**src/design/usb_power_role_boost_controller_top_assert.svh**
```systemverilog
// Assertion macros for the power role controller.
`ifndef USB_POWER_ROLE_BOOST_CONTROLLER_TOP_ASSERT_SVH
`define USB_POWER_ROLE_BOOST_CONTROLLER_TOP_ASSERT_SVH

// Same-cycle implication, sampled on clk, off while rst_n is low.
`define UPRBC_CHECK(label, ante, cons, msg) \
    label: assert property (@(posedge clk) disable iff (!rst_n) (ante) |-> (cons)) \
        else $error(msg);

// Next-cycle implication, sampled on clk, off while rst_n is low.
`define UPRBC_CHECK_NEXT(label, ante, cons, msg) \
    label: assert property (@(posedge clk) disable iff (!rst_n) (ante) |=> (cons)) \
        else $error(msg);

`endif

```
**src/design/uprbc_pkg.sv**
```systemverilog
// Shared types and constants of the power role and boost controller.
`timescale 1ns / 1ps
`default_nettype none

package uprbc_pkg;

    localparam int CFG_IDX_W = 3;

    localparam logic [CFG_IDX_W-1:0] CFG_IDLE_DRAW  = 3'd0;
    localparam logic [CFG_IDX_W-1:0] CFG_MAX_DRAW   = 3'd1;
    localparam logic [CFG_IDX_W-1:0] CFG_BOOST_GAP  = 3'd2;
    localparam logic [CFG_IDX_W-1:0] CFG_OVER_DELAY = 3'd3;
    localparam logic [CFG_IDX_W-1:0] CFG_RAISE_INT  = 3'd4;

    localparam logic [15:0] IDLE_DRAW_RST  = 16'd700;
    localparam logic [15:0] MAX_DRAW_RST   = 16'd8000;
    localparam logic [15:0] BOOST_GAP_RST  = 16'd500;
    localparam logic [15:0] OVER_DELAY_RST = 16'd500;
    localparam logic [15:0] RAISE_INT_RST  = 16'd100;

    // USB role codes as seen on the result port
    localparam logic [1:0] USB_ROLE_CLIENT = 2'd0;
    localparam logic [1:0] USB_ROLE_BOOST  = 2'd1;
    localparam logic [1:0] USB_ROLE_PASS   = 2'd2;

    // Port status codes
    localparam logic [1:0] ST_NONE   = 2'd0;
    localparam logic [1:0] ST_PASS   = 2'd1;
    localparam logic [1:0] ST_CHARGE = 2'd2;
    localparam logic [1:0] ST_DONE   = 2'd3;

    // Pin drive codes
    localparam logic [1:0] NEG_CLIENT = 2'd2;
    localparam logic [1:0] NEG_BOOST  = 2'd1;
    localparam logic [1:0] NEG_PASS   = 2'd3;
    localparam logic [1:0] CC_CLIENT  = 2'd0;
    localparam logic [1:0] CC_BOOST   = 2'd2;
    localparam logic [1:0] CC_PASS    = 2'd1;

    localparam logic [3:0] LEVEL_MAX   = 4'hF;
    localparam logic [6:0] PCT_FULL    = 7'd100;

    // floor(x / 100) == (x * DIV100_MAGIC) >> DIV100_SHIFT for any 32-bit x
    localparam int         PROD_W       = 31;
    localparam int         PWR_W        = 25;
    localparam logic [30:0] DIV100_MAGIC = 31'h51EB851F;
    localparam int         DIV100_SHIFT = 37;

    typedef struct packed {
        logic        vbus;
        logic        chg;
        logic [6:0]  pct;
        logic [15:0] cur;
        logic [15:0] cur_avg;
        logic [15:0] volt;
        logic        button;
        logic [31:0] now;
    } item_t;

    typedef struct packed {
        logic [15:0] idle_draw;
        logic [15:0] max_draw;
        logic [15:0] boost_gap;
        logic [15:0] over_delay;
        logic [15:0] raise_int;
    } cfg_t;

    typedef struct packed {
        logic [1:0]       role;
        logic [1:0]       status;
        logic [3:0]       level;
        logic [PWR_W-1:0] power;
        logic             otg;
        logic             alt_dis;
        logic [1:0]       neg;
        logic [1:0]       cc;
        logic             pulse;
        logic             fault;
    } res_t;

endpackage

`default_nettype wire

```
**src/design/usb_power_role_boost_controller_top.sv**
```systemverilog
// Top level of the USB power role and boost controller.
`timescale 1ns / 1ps
`default_nettype none

// USB power role and boost controller.
// Input channel (in_valid / in_stall): one transaction per tick with VBUS and
//   charge port presence, battery readings, the role button event and now_ms.
// Output channel (out_valid / out_stall): one result transaction per input
//   transaction, in order: role, port status, boost level, output power,
//   pin drives, the alternate charger reset pulse and the overdraw fault.
// Config channel (cfg_valid / cfg_ready / cfg_index / cfg_data): always ready;
//   indexes past the last register are dropped. Write only while idle.
// An accepted input transaction passes through the input register, the
//   product stage, the divide stage and the result register on its way
//   out. Throughput: one per cycle while out_stall stays low.
// Role state advances as an item leaves the divide stage into the result
//   register, so each item sees the state left by the one before it.
// Reset: role client, port status none, level 0, both deadlines cleared,
//   configuration back to its defaults, pipeline empty.
// A stalled result holds in the output register; stages upstream keep
//   filling until every stage is full, then in_stall rises.
module usb_power_role_boost_controller_top (
    input  logic                                clk,
    input  logic                                rst_n,

    input  logic                                in_valid,
    output logic                                in_stall,
    input  logic                                vbus_present,
    input  logic                                charge_port_present,
    input  logic [6:0]                          battery_percent,
    input  logic signed [15:0]                  battery_current,
    input  logic signed [15:0]                  battery_current_avg,
    input  logic [15:0]                         battery_voltage,
    input  logic                                button_event,
    input  logic [31:0]                         now_ms,

    output logic                                out_valid,
    input  logic                                out_stall,
    output logic [1:0]                          usb_role,
    output logic [1:0]                          port_status,
    output logic [3:0]                          boost_level,
    output logic [24:0]                         boost_output_mw,
    output logic                                otg_enable,
    output logic                                alt_charger_disable,
    output logic [1:0]                          negotiator_mode,
    output logic [1:0]                          cc_source,
    output logic                                alt_reset_pulse,
    output logic                                overdraw_fault,

    input  logic                                cfg_valid,
    output logic                                cfg_ready,
    input  logic [uprbc_pkg::CFG_IDX_W-1:0]     cfg_index,
    input  logic [15:0]                         cfg_data
);

    logic                        in_valid_reg;
    uprbc_pkg::item_t            in_item_reg;
    logic                        out_valid_reg;
    uprbc_pkg::res_t             res_reg;

    uprbc_pkg::item_t            in_item;
    uprbc_pkg::cfg_t             cfg;
    uprbc_pkg::item_t            pw_item;
    uprbc_pkg::res_t             res_next;
    logic [uprbc_pkg::PWR_W-1:0] pw_fast;
    logic [uprbc_pkg::PWR_W-1:0] pw_avg;
    logic                        pw_up_ready;
    logic                        pw_dn_valid;
    logic                        in_reg_ready;
    logic                        out_ready;
    logic                        step;

    // Config writes complete in the cycle they are offered
    assign cfg_ready = 1'b1;

    uprbc_cfg u_cfg (
        .clk      (clk),
        .rst_n    (rst_n),
        .wr_en    (cfg_valid && cfg_ready),
        .wr_index (cfg_index),
        .wr_data  (cfg_data),
        .cfg      (cfg)
    );

    always_comb
    begin
        in_item.vbus    = vbus_present;
        in_item.chg     = charge_port_present;
        in_item.pct     = battery_percent;
        in_item.cur     = battery_current;
        in_item.cur_avg = battery_current_avg;
        in_item.volt    = battery_voltage;
        in_item.button  = button_event;
        in_item.now     = now_ms;
    end

    // Input register: take a new transaction whenever it is empty or moving on
    assign in_reg_ready = !in_valid_reg || pw_up_ready;
    assign in_stall     = !in_reg_ready;

    always_ff @(posedge clk or negedge rst_n)
    begin
        if (!rst_n)
            in_valid_reg <= 1'b0;
        else if (in_reg_ready)
            in_valid_reg <= in_valid;
    end

    always_ff @(posedge clk)
    begin
        if (in_valid && in_reg_ready)
            in_item_reg <= in_item;
    end

    uprbc_power u_power (
        .clk      (clk),
        .rst_n    (rst_n),
        .up_valid (in_valid_reg),
        .up_item  (in_item_reg),
        .up_ready (pw_up_ready),
        .dn_valid (pw_dn_valid),
        .dn_item  (pw_item),
        .dn_fast  (pw_fast),
        .dn_avg   (pw_avg),
        .dn_ready (out_ready)
    );

    // Result register: advance the role state as an item moves into it
    assign out_ready = !out_valid_reg || !out_stall;
    assign step      = pw_dn_valid && out_ready;

    uprbc_role u_role (
        .clk     (clk),
        .rst_n   (rst_n),
        .step    (step),
        .item    (pw_item),
        .fast    (pw_fast),
        .avg_out (pw_avg),
        .cfg     (cfg),
        .res     (res_next)
    );

    always_ff @(posedge clk or negedge rst_n)
    begin
        if (!rst_n)
            out_valid_reg <= 1'b0;
        else if (out_ready)
            out_valid_reg <= pw_dn_valid;
    end

    always_ff @(posedge clk)
    begin
        if (step)
            res_reg <= res_next;
    end

    assign out_valid           = out_valid_reg;
    assign usb_role            = res_reg.role;
    assign port_status         = res_reg.status;
    assign boost_level         = res_reg.level;
    assign boost_output_mw     = res_reg.power;
    assign otg_enable          = res_reg.otg;
    assign alt_charger_disable = res_reg.alt_dis;
    assign negotiator_mode     = res_reg.neg;
    assign cc_source           = res_reg.cc;
    assign alt_reset_pulse     = res_reg.pulse;
    assign overdraw_fault      = res_reg.fault;

endmodule

`default_nettype wire

```
**src/design/uprbc_cfg.sv**
```systemverilog
// Configuration register file of the power role controller.
`timescale 1ns / 1ps
`default_nettype none

module uprbc_cfg (
    input  logic                          clk,
    input  logic                          rst_n,
    input  logic                          wr_en,
    input  logic [uprbc_pkg::CFG_IDX_W-1:0] wr_index,
    input  logic [15:0]                   wr_data,
    output uprbc_pkg::cfg_t               cfg
);

    uprbc_pkg::cfg_t cfg_reg;

    always_ff @(posedge clk or negedge rst_n)
    begin
        if (!rst_n)
        begin
            cfg_reg.idle_draw  <= uprbc_pkg::IDLE_DRAW_RST;
            cfg_reg.max_draw   <= uprbc_pkg::MAX_DRAW_RST;
            cfg_reg.boost_gap  <= uprbc_pkg::BOOST_GAP_RST;
            cfg_reg.over_delay <= uprbc_pkg::OVER_DELAY_RST;
            cfg_reg.raise_int  <= uprbc_pkg::RAISE_INT_RST;
        end
        else if (wr_en)
        begin
            // drop writes to unknown indexes
            unique case (wr_index)
                uprbc_pkg::CFG_IDLE_DRAW:  cfg_reg.idle_draw  <= wr_data;
                uprbc_pkg::CFG_MAX_DRAW:   cfg_reg.max_draw   <= wr_data;
                uprbc_pkg::CFG_BOOST_GAP:  cfg_reg.boost_gap  <= wr_data;
                uprbc_pkg::CFG_OVER_DELAY: cfg_reg.over_delay <= wr_data;
                uprbc_pkg::CFG_RAISE_INT:  cfg_reg.raise_int  <= wr_data;
                default: ;
            endcase
        end
    end

    assign cfg = cfg_reg;

endmodule

`default_nettype wire

```
**src/design/uprbc_power.sv**
```systemverilog
// Two-stage power pipeline: current times voltage, then divide by 100.
`timescale 1ns / 1ps
`default_nettype none

module uprbc_power (
    input  logic                           clk,
    input  logic                           rst_n,
    input  logic                           up_valid,
    input  uprbc_pkg::item_t               up_item,
    output logic                           up_ready,
    output logic                           dn_valid,
    output uprbc_pkg::item_t               dn_item,
    output logic [uprbc_pkg::PWR_W-1:0]    dn_fast,
    output logic [uprbc_pkg::PWR_W-1:0]    dn_avg,
    input  logic                           dn_ready
);

    localparam int QW = 2 * uprbc_pkg::PROD_W;

    logic                            s1_valid_reg;
    uprbc_pkg::item_t                s1_item_reg;
    logic [uprbc_pkg::PROD_W-1:0]    cur_prod_reg;
    logic [uprbc_pkg::PROD_W-1:0]    avg_prod_reg;
    logic                            s2_valid_reg;
    uprbc_pkg::item_t                s2_item_reg;
    logic [uprbc_pkg::PWR_W-1:0]     fast_reg;
    logic [uprbc_pkg::PWR_W-1:0]     avg_reg;

    logic        s1_ready;
    logic        s2_ready;
    logic [16:0] cur_abs;
    logic [16:0] avg_abs;
    logic [32:0] cur_prod_full;
    logic [32:0] avg_prod_full;
    logic [QW-1:0] cur_q_full;
    logic [QW-1:0] avg_q_full;

    function automatic logic [16:0] abs16(input logic [15:0] raw);
        if (raw[15])
            return 17'h10000 - {1'b0, raw};
        return {1'b0, raw};
    endfunction

    assign s2_ready = !s2_valid_reg || dn_ready;
    assign s1_ready = !s1_valid_reg || s2_ready;
    assign up_ready = s1_ready;

    assign cur_abs       = abs16(up_item.cur);
    assign avg_abs       = abs16(up_item.cur_avg);
    assign cur_prod_full = {16'b0, cur_abs} * {17'b0, up_item.volt};
    assign avg_prod_full = {16'b0, avg_abs} * {17'b0, up_item.volt};

    // products stay below 2^31: 32768 * 65535
    assign cur_q_full = QW'(cur_prod_reg) * QW'(uprbc_pkg::DIV100_MAGIC);
    assign avg_q_full = QW'(avg_prod_reg) * QW'(uprbc_pkg::DIV100_MAGIC);

    always_ff @(posedge clk or negedge rst_n)
    begin
        if (!rst_n)
        begin
            s1_valid_reg <= 1'b0;
            s2_valid_reg <= 1'b0;
        end
        else
        begin
            if (s1_ready)
                s1_valid_reg <= up_valid;
            if (s2_ready)
                s2_valid_reg <= s1_valid_reg;
        end
    end

    always_ff @(posedge clk)
    begin
        if (up_valid && s1_ready)
        begin
            s1_item_reg  <= up_item;
            cur_prod_reg <= cur_prod_full[uprbc_pkg::PROD_W-1:0];
            avg_prod_reg <= avg_prod_full[uprbc_pkg::PROD_W-1:0];
        end
        if (s1_valid_reg && s2_ready)
        begin
            s2_item_reg <= s1_item_reg;
            fast_reg    <= cur_q_full[uprbc_pkg::DIV100_SHIFT +: uprbc_pkg::PWR_W];
            avg_reg     <= avg_q_full[uprbc_pkg::DIV100_SHIFT +: uprbc_pkg::PWR_W];
        end
    end

    assign dn_valid = s2_valid_reg;
    assign dn_item  = s2_item_reg;
    assign dn_fast  = fast_reg;
    assign dn_avg   = avg_reg;

endmodule

`default_nettype wire

```
**src/design/uprbc_role.sv**
```systemverilog
// Role state machine, boost regulation and pin drive state.
`timescale 1ns / 1ps
`default_nettype none

module uprbc_role (
    input  logic                        clk,
    input  logic                        rst_n,
    input  logic                        step,
    input  uprbc_pkg::item_t            item,
    input  logic [uprbc_pkg::PWR_W-1:0] fast,
    input  logic [uprbc_pkg::PWR_W-1:0] avg_out,
    input  uprbc_pkg::cfg_t             cfg,
    output uprbc_pkg::res_t             res
);

`include "usb_power_role_boost_controller_top_assert.svh"

    typedef enum logic [2:0] {
        ROLE_CLIENT = 3'b001,
        ROLE_BOOST  = 3'b010,
        ROLE_PASS   = 3'b100
    } role_t;

    typedef struct packed {
        role_t                       role;
        logic [1:0]                  status;
        logic [3:0]                  level;
        logic [31:0]                 over_dl;
        logic [31:0]                 raise_dl;
        logic                        otg;
        logic                        alt_dis;
        logic [1:0]                  neg;
        logic [1:0]                  cc;
        logic [uprbc_pkg::PWR_W-1:0] power;
    } st_t;

    st_t state_reg;
    st_t state_next;
    logic pulse;
    logic fault;

    function automatic st_t enter_role(input st_t s, input role_t r);
        st_t t;
        t       = s;
        t.role  = r;
        t.power = '0;
        unique case (r)
            ROLE_CLIENT:
            begin
                t.status = uprbc_pkg::ST_NONE;
                t.neg    = uprbc_pkg::NEG_CLIENT;
                t.cc     = uprbc_pkg::CC_CLIENT;
            end
            ROLE_BOOST:
            begin
                t.status  = uprbc_pkg::ST_PASS;
                t.alt_dis = 1'b1;
                t.otg     = 1'b1;
                t.neg     = uprbc_pkg::NEG_BOOST;
                t.cc      = uprbc_pkg::CC_BOOST;
            end
            ROLE_PASS:
            begin
                t.status = uprbc_pkg::ST_PASS;
                t.otg    = 1'b0;
                t.neg    = uprbc_pkg::NEG_PASS;
                t.cc     = uprbc_pkg::CC_PASS;
            end
            default: ;
        endcase
        return t;
    endfunction

    function automatic logic [1:0] role_code(input role_t r);
        logic [1:0] c;
        unique case (r)
            ROLE_CLIENT: c = uprbc_pkg::USB_ROLE_CLIENT;
            ROLE_BOOST:  c = uprbc_pkg::USB_ROLE_BOOST;
            ROLE_PASS:   c = uprbc_pkg::USB_ROLE_PASS;
            default:     c = uprbc_pkg::USB_ROLE_CLIENT;
        endcase
        return c;
    endfunction

    always_comb
    begin
        st_t                         s;
        logic                        btn;
        logic                        over;
        logic                        under;
        logic [uprbc_pkg::PWR_W-1:0] idle_w;
        logic [uprbc_pkg::PWR_W-1:0] max_w;
        logic [uprbc_pkg::PWR_W:0]   fast_gap;

        s      = state_reg;
        btn    = item.button;
        pulse  = 1'b0;
        fault  = 1'b0;
        idle_w = uprbc_pkg::PWR_W'(cfg.idle_draw);
        max_w  = uprbc_pkg::PWR_W'(cfg.max_draw);
        over   = fast > max_w;
        under  = fast < idle_w;
        fast_gap = {1'b0, fast} + (uprbc_pkg::PWR_W + 1)'(cfg.boost_gap);

        // client pass
        if (s.role == ROLE_CLIENT)
        begin
            if (item.vbus)
            begin
                if (s.status == uprbc_pkg::ST_NONE)
                    s.status = uprbc_pkg::ST_CHARGE;
                if (s.status == uprbc_pkg::ST_CHARGE && !item.chg)
                begin
                    if (item.pct == uprbc_pkg::PCT_FULL)
                        s.status = uprbc_pkg::ST_DONE;
                    else if (item.cur[15])
                        pulse = 1'b1;
                end
                s.otg     = !item.chg;
                s.alt_dis = item.chg;
            end
            else
            begin
                s.status  = uprbc_pkg::ST_NONE;
                s.otg     = 1'b0;
                s.alt_dis = 1'b1;
            end
            if (btn)
            begin
                btn = 1'b0;
                s   = enter_role(s, item.chg ? ROLE_PASS : ROLE_BOOST);
            end
        end

        // boost pass: regulate level against the fast power reading
        if (s.role == ROLE_BOOST)
        begin
            s.power = (avg_out < idle_w) ? '0 : avg_out - idle_w;
            if (over || under)
            begin
                if (s.level != 4'd0)
                    s.level = s.level - 4'd1;
                else if (over)
                begin
                    if (s.over_dl == 32'd0)
                        s.over_dl = item.now + {16'b0, cfg.over_delay};
                    if (s.over_dl < item.now)
                    begin
                        fault = 1'b1;
                        s     = enter_role(s, ROLE_CLIENT);
                    end
                end
            end
            else if (fast_gap < (uprbc_pkg::PWR_W + 1)'(cfg.max_draw) && fast > idle_w)
            begin
                s.over_dl = 32'd0;
                if (s.raise_dl < item.now)
                begin
                    if (s.level < uprbc_pkg::LEVEL_MAX)
                        s.level = s.level + 4'd1;
                    s.raise_dl = item.now + {16'b0, cfg.raise_int};
                end
            end
            if (btn)
            begin
                btn = 1'b0;
                s   = enter_role(s, ROLE_CLIENT);
            end
            if (item.chg)
                s = enter_role(s, ROLE_PASS);
        end

        // pass-through pass
        if (s.role == ROLE_PASS)
        begin
            if (btn)
            begin
                btn = 1'b0;
                s   = enter_role(s, ROLE_CLIENT);
            end
            if (!item.chg)
                s = enter_role(s, ROLE_BOOST);
        end

        state_next = s;
    end

    always_ff @(posedge clk or negedge rst_n)
    begin
        if (!rst_n)
        begin
            state_reg.role     <= ROLE_CLIENT;
            state_reg.status   <= uprbc_pkg::ST_NONE;
            state_reg.level    <= 4'd0;
            state_reg.over_dl  <= 32'd0;
            state_reg.raise_dl <= 32'd0;
            state_reg.otg      <= 1'b0;
            state_reg.alt_dis  <= 1'b0;
            state_reg.neg      <= uprbc_pkg::NEG_CLIENT;
            state_reg.cc       <= uprbc_pkg::CC_CLIENT;
            state_reg.power    <= '0;
        end
        else if (step)
        begin
            state_reg <= state_next;
        end
    end

    always_comb
    begin
        res.role    = role_code(state_next.role);
        res.status  = state_next.status;
        res.level   = state_next.level;
        res.power   = state_next.power;
        res.otg     = state_next.otg;
        res.alt_dis = state_next.alt_dis;
        res.neg     = state_next.neg;
        res.cc      = state_next.cc;
        res.pulse   = pulse;
        res.fault   = fault;
    end

    `UPRBC_CHECK(a_boost_pins, state_reg.role == ROLE_BOOST,
        state_reg.otg && state_reg.neg == uprbc_pkg::NEG_BOOST
        && state_reg.cc == uprbc_pkg::CC_BOOST, "boost role with wrong pin drives")
    `UPRBC_CHECK(a_pass_pins, state_reg.role == ROLE_PASS,
        !state_reg.otg && state_reg.neg == uprbc_pkg::NEG_PASS
        && state_reg.cc == uprbc_pkg::CC_PASS, "pass role with wrong pin drives")
    `UPRBC_CHECK(a_client_pins, state_reg.role == ROLE_CLIENT,
        state_reg.neg == uprbc_pkg::NEG_CLIENT && state_reg.cc == uprbc_pkg::CC_CLIENT
        && state_reg.power == '0, "client role with wrong drives or power")
    `UPRBC_CHECK_NEXT(a_level_hold, !step, $stable(state_reg.level),
        "boost level moved without a transaction")

endmodule

`default_nettype wire

```
**config.mk**
```make
export PLATFORM = sky130hd
export DESIGN_NAME = usb_power_role_boost_controller_top
export DESIGN_NICKNAME = d
export VERILOG_FILES = /design/src/design/uprbc_pkg.sv /design/src/design/usb_power_role_boost_controller_top.sv /design/src/design/uprbc_cfg.sv /design/src/design/uprbc_power.sv /design/src/design/uprbc_role.sv
export VERILOG_INCLUDE_DIRS = /design/src /design/src/design
export SDC_FILE = /design/constraint.sdc
export NUM_CORES = 2
export LEC_CHECK = 0
export BUFFER_PORTS_ARGS = -buffer_cell sky130_fd_sc_hd__buf_2
export CORE_ASPECT_RATIO = 0.8
export CORE_MARGIN = 4
export CORE_UTILIZATION = 55
export CTS_BUF_LIST = sky130_fd_sc_hd__clkbuf_8
export DETAILED_ROUTE_END_ITERATION = 8
export GPL_TIMING_DRIVEN = 1
export PLACE_DENSITY = 0.78
export SYNTH_ARGS = -nofsm -noshare
export SYNTH_HDL_FRONTEND = slang
export SYNTH_SLANG_ARGS = --single-unit
export TNS_END_PERCENT = 1
```
**constraint.sdc**
```tcl
create_clock -name clk -period 23 [get_ports clk]
set_input_delay 2.3 -clock clk [delete_from_list [all_inputs] [get_ports clk]]
set_output_delay 2.3 -clock clk [all_outputs]
set_load 0.03 [all_outputs]
```
==> impl_metrics.tcl <==
set metrics [dict create \
    status "complete, no violations" \
    critPathCaptureType "flop" \
    detail-route-antenna-nets 0 \
    gp_routability_congestion 0.995 \
    die_h_um 334 \
    dpl.hpwl_mm 146 \
    post_synth_instance_area_um2 73100 \
    avgRoutedWirePerCell_um 19.6 \
    grt_usage_pct 26.1 \
    holdCritPathClass "flop to flop" \
    drive_gt1_share_pct 6.33 \
    cts_hold_buffers 0 \
    tritoncts "built" \
    grt_first_pass_wirelength_mm 287 \
    grtUsageMet1_pct 37.2 \
    portBuffers 156 \
    sequential_cell_area_um2 14600 \
    critical_path_class "flop to flop" \
    final-hold-violation-count 0 \
    arrival_ps 9740 \
    grt.met3_usage_pct 6.32 \
    hold_ws_ps 385 \
    worstMarginPinSlew_ps 1250 \
    critical_path_required_ps 23550 \
    coreArea_um2 132000 \
    post-place-cells 8849 \
    route.detailed.vias_per_inst 5.51 \
    relSlewSlack_pct 16.1 \
    cts.clk_slew.worst_paths_ps 70 \
    num_vias 49700 \
    die-width_um 416 \
    cts_buffers 85 \
    largest_clock_skew_in_the_final_design_ps 69.8 \
    routed_wirelength_mm 177 \
    final_min_period_over_clock_period_pct 40.0 \
    worst_setup_path_start_kind "flop" \
    yosysSeqAreaShare_pct 20.0 \
    netlist-cell-type-count 86 \
    synth-edff-count 329 \
    ys_dominant_reg_cell "sky130_fd_sc_hd__edfxtp_1" \
    drv_slew 0 \
    finalWorstPathRequiredPeriod_ps 9190 \
    number_of_nets_in_the_layout 9601 \
    p_r_area_growth_vs_syn_pct 6.65 \
    timing.max_cap.violations 0 \
    timing.critical_path.slowest_cell_delay_ps 960 \
    postCtsSetupBuffers 0 \
    synth.yosys.warnings 0 \
    avgSynthCellArea_um2 10.5 \
    core.rowCount 119 \
    maxClockFrequency_mhz 109 \
    drt_iter0_drc 3491 \
    rsz_0062_raised_after_global_routing "no" \
    die_area_um2 139000 \
    clock-sinks 517 \
    grt_remaining_overflow 0 \
    final_cells 9011 \
    grt_pass1_vias 53300 \
    cts_root_buffer "sky130_fd_sc_hd__clkbuf_8" \
    fillCellCount 10900 \
    async_reset_ff_share_pct 36.4 \
    grt_max_degree 72 \
    library_cell_contributing_the_largest_single_delay_on_the_critical_path "sky130_fd_sc_hd__xor2_1" \
    cts_max_level 3 \
    antenna_found_initial 5 \
    cts-resized-gates 0 \
    initial_core_util_pct 55.5 \
    multi_input_area_um2 51700 \
    clock_tree.buffer_depth 3 \
    synth-seq-cells 517 \
    tns_ps 0 \
    num_io_pins 158 \
    clock_latency_of_the_later_clocked_register_in_the_worst_skew_pair_ps 800 \
    grt.met2_usage_pct 40.7 \
    drt_pre_antenna_iters 6 \
    final-setup-viol-count 0 \
    synthCells 6990 \
    drt_drc_violations_left 0 \
    largest_register_ffs 104 \
    top_usage_layer "met2" \
    path_max_fanout 19 \
]
==> cells in the mapped netlist (52+ instances only) <==
library cell	number	share of area (%)
sky130_fd_sc_hd__clkbuf_1	126	0.65
sky130_fd_sc_hd__and2_1	244	2.1
sky130_fd_sc_hd__fa_1	1168	32
sky130_fd_sc_hd__a21oi_1	169	1.2
sky130_fd_sc_hd__ha_1	1137	19
sky130_fd_sc_hd__inv_1	1708	8.8
sky130_fd_sc_hd__xnor2_1	187	2.2
sky130_fd_sc_hd__dfrtp_1	159	5.4
sky130_fd_sc_hd__nand2_1	507	2.6
sky130_fd_sc_hd__o21ai_0	198	1.4
sky130_fd_sc_hd__nand3_1	57	0.39
sky130_fd_sc_hd__edfxtp_1	329	14
sky130_fd_sc_hd__nor2_1	166	0.85
sky130_fd_sc_hd__a21o_1	120	1.2
sky130_fd_sc_hd__mux2_2	52	0.80
==> metrics by stage <==
stage                     setup slack [ps]  util [%]  instance area, um^2
after floorplan                      14840         -                73200
after global placement               14140      57.8                76200
after detailed placement             13870      57.8                76200
after CTS                            13850      59.1                77900
after global routing                 13210      59.2                78000
final                                13810      59.2                78000
==> layer usage <==
metal	wire (um)	share of wire, %	vias to the layer above
met4	4130	2.3	0
met2	79600	45	1684
met1	77600	44	25100
li1	-	-	22600
met5	0	0	-
met3	15300	8.7	264
==> worst max-delay path, delay by kind of cell (launching register included) <==
family	cells	cell delay (ps)
AO/OA/AOI/OAI	9	2670
AND/OR/NAND/NOR	4	710
XOR/XNOR	2	1130
buffers and inverters	6	430
flip-flops	1	640
adder cells (fa/ha/maj)	8	3380
==> logic make-up (layout without fill, tap and decap cells) <==
logic type	count (synthesis)	count (layout)	share of synthesized area, %
and+or+nand+nor	1255	1255	8.34
DFF	517	517	20.0
xor gates and xnor gates	226	226	2.71
other	2	34	0.0103
muxes	58	58	0.912
AOI/OAI and AO/OA	783	783	7.07
buffers and inverters	1844	2079	9.50
adders and majority gates	2305	2305	51.5
==> placed cells by master (no fill, tap or decap), types with 43 or more instances in the layout <==
master	Yosys	routed
sky130_fd_sc_hd__nand3_1	57	57
sky130_fd_sc_hd__edfxtp_1	329	329
sky130_fd_sc_hd__nand2b_1	45	45
sky130_fd_sc_hd__a22o_1	51	51
sky130_fd_sc_hd__a21oi_1	169	169
sky130_fd_sc_hd__fa_1	1168	1168
sky130_fd_sc_hd__a21o_1	120	120
sky130_fd_sc_hd__nor3_1	44	43
sky130_fd_sc_hd__and2_1	244	242
sky130_fd_sc_hd__nor2_1	166	165
sky130_fd_sc_hd__ha_1	1137	1137
sky130_fd_sc_hd__buf_2	6	155
sky130_fd_sc_hd__o21ai_0	198	198
sky130_fd_sc_hd__nand2_1	507	507
sky130_fd_sc_hd__xnor2_1	187	183
sky130_fd_sc_hd__buf_4	1	57
sky130_fd_sc_hd__dfrtp_1	159	159
sky130_fd_sc_hd__clkbuf_8	0	88
sky130_fd_sc_hd__inv_1	1708	1738
sky130_fd_sc_hd__mux2_2	52	52
==> worst paths after layout <==
| kind | slack, ps | end | cells past startpoint | startpoint |
|---|---|---|---|---|
| max | 13810 | u_power.cur_prod_reg[29]$_DFFE_PP_ | 29 | in_item_reg[65]$_DFFE_PP_ |
| min | 380 | u_power.s1_item_reg[85]$_DFFE_PP_ | 0 | in_item_reg[85]$_DFFE_PP_ |
| max reg2reg | 13810 | u_power.cur_prod_reg[29]$_DFFE_PP_ | 29 | in_item_reg[65]$_DFFE_PP_ |
| min reg2reg | 380 | u_power.s1_item_reg[85]$_DFFE_PP_ | 0 | in_item_reg[85]$_DFFE_PP_ |
| max in group asynchronous | 20200 | u_role.state_reg[19]$_DFFE_PN0P_ | 2 | rst_n |
| min in group asynchronous | 1470 | u_role.state_reg[58]$_DFFE_PN0P_ | 1 | rst_n |
==> final cells by class <==
| class | count | area share, % |
|---|---|---|
| Multi-Input combinational cell | 4656 | 66.3 |
| Clock buffer | 87 | 1.54 |
| Clock inverter | 70 | 0.758 |
| Inverter | 1709 | 8.23 |
| Timing Repair Buffer | 213 | 1.56 |
| Sequential cell | 517 | 18.8 |
| Antenna cell | 5 | 0.0161 |
| Tap cell | 1754 | 2.82 |
Power is left out: the tool's default activity adds up to more than one toggle a clock period on the data nets, which glitch-free logic cannot reach.
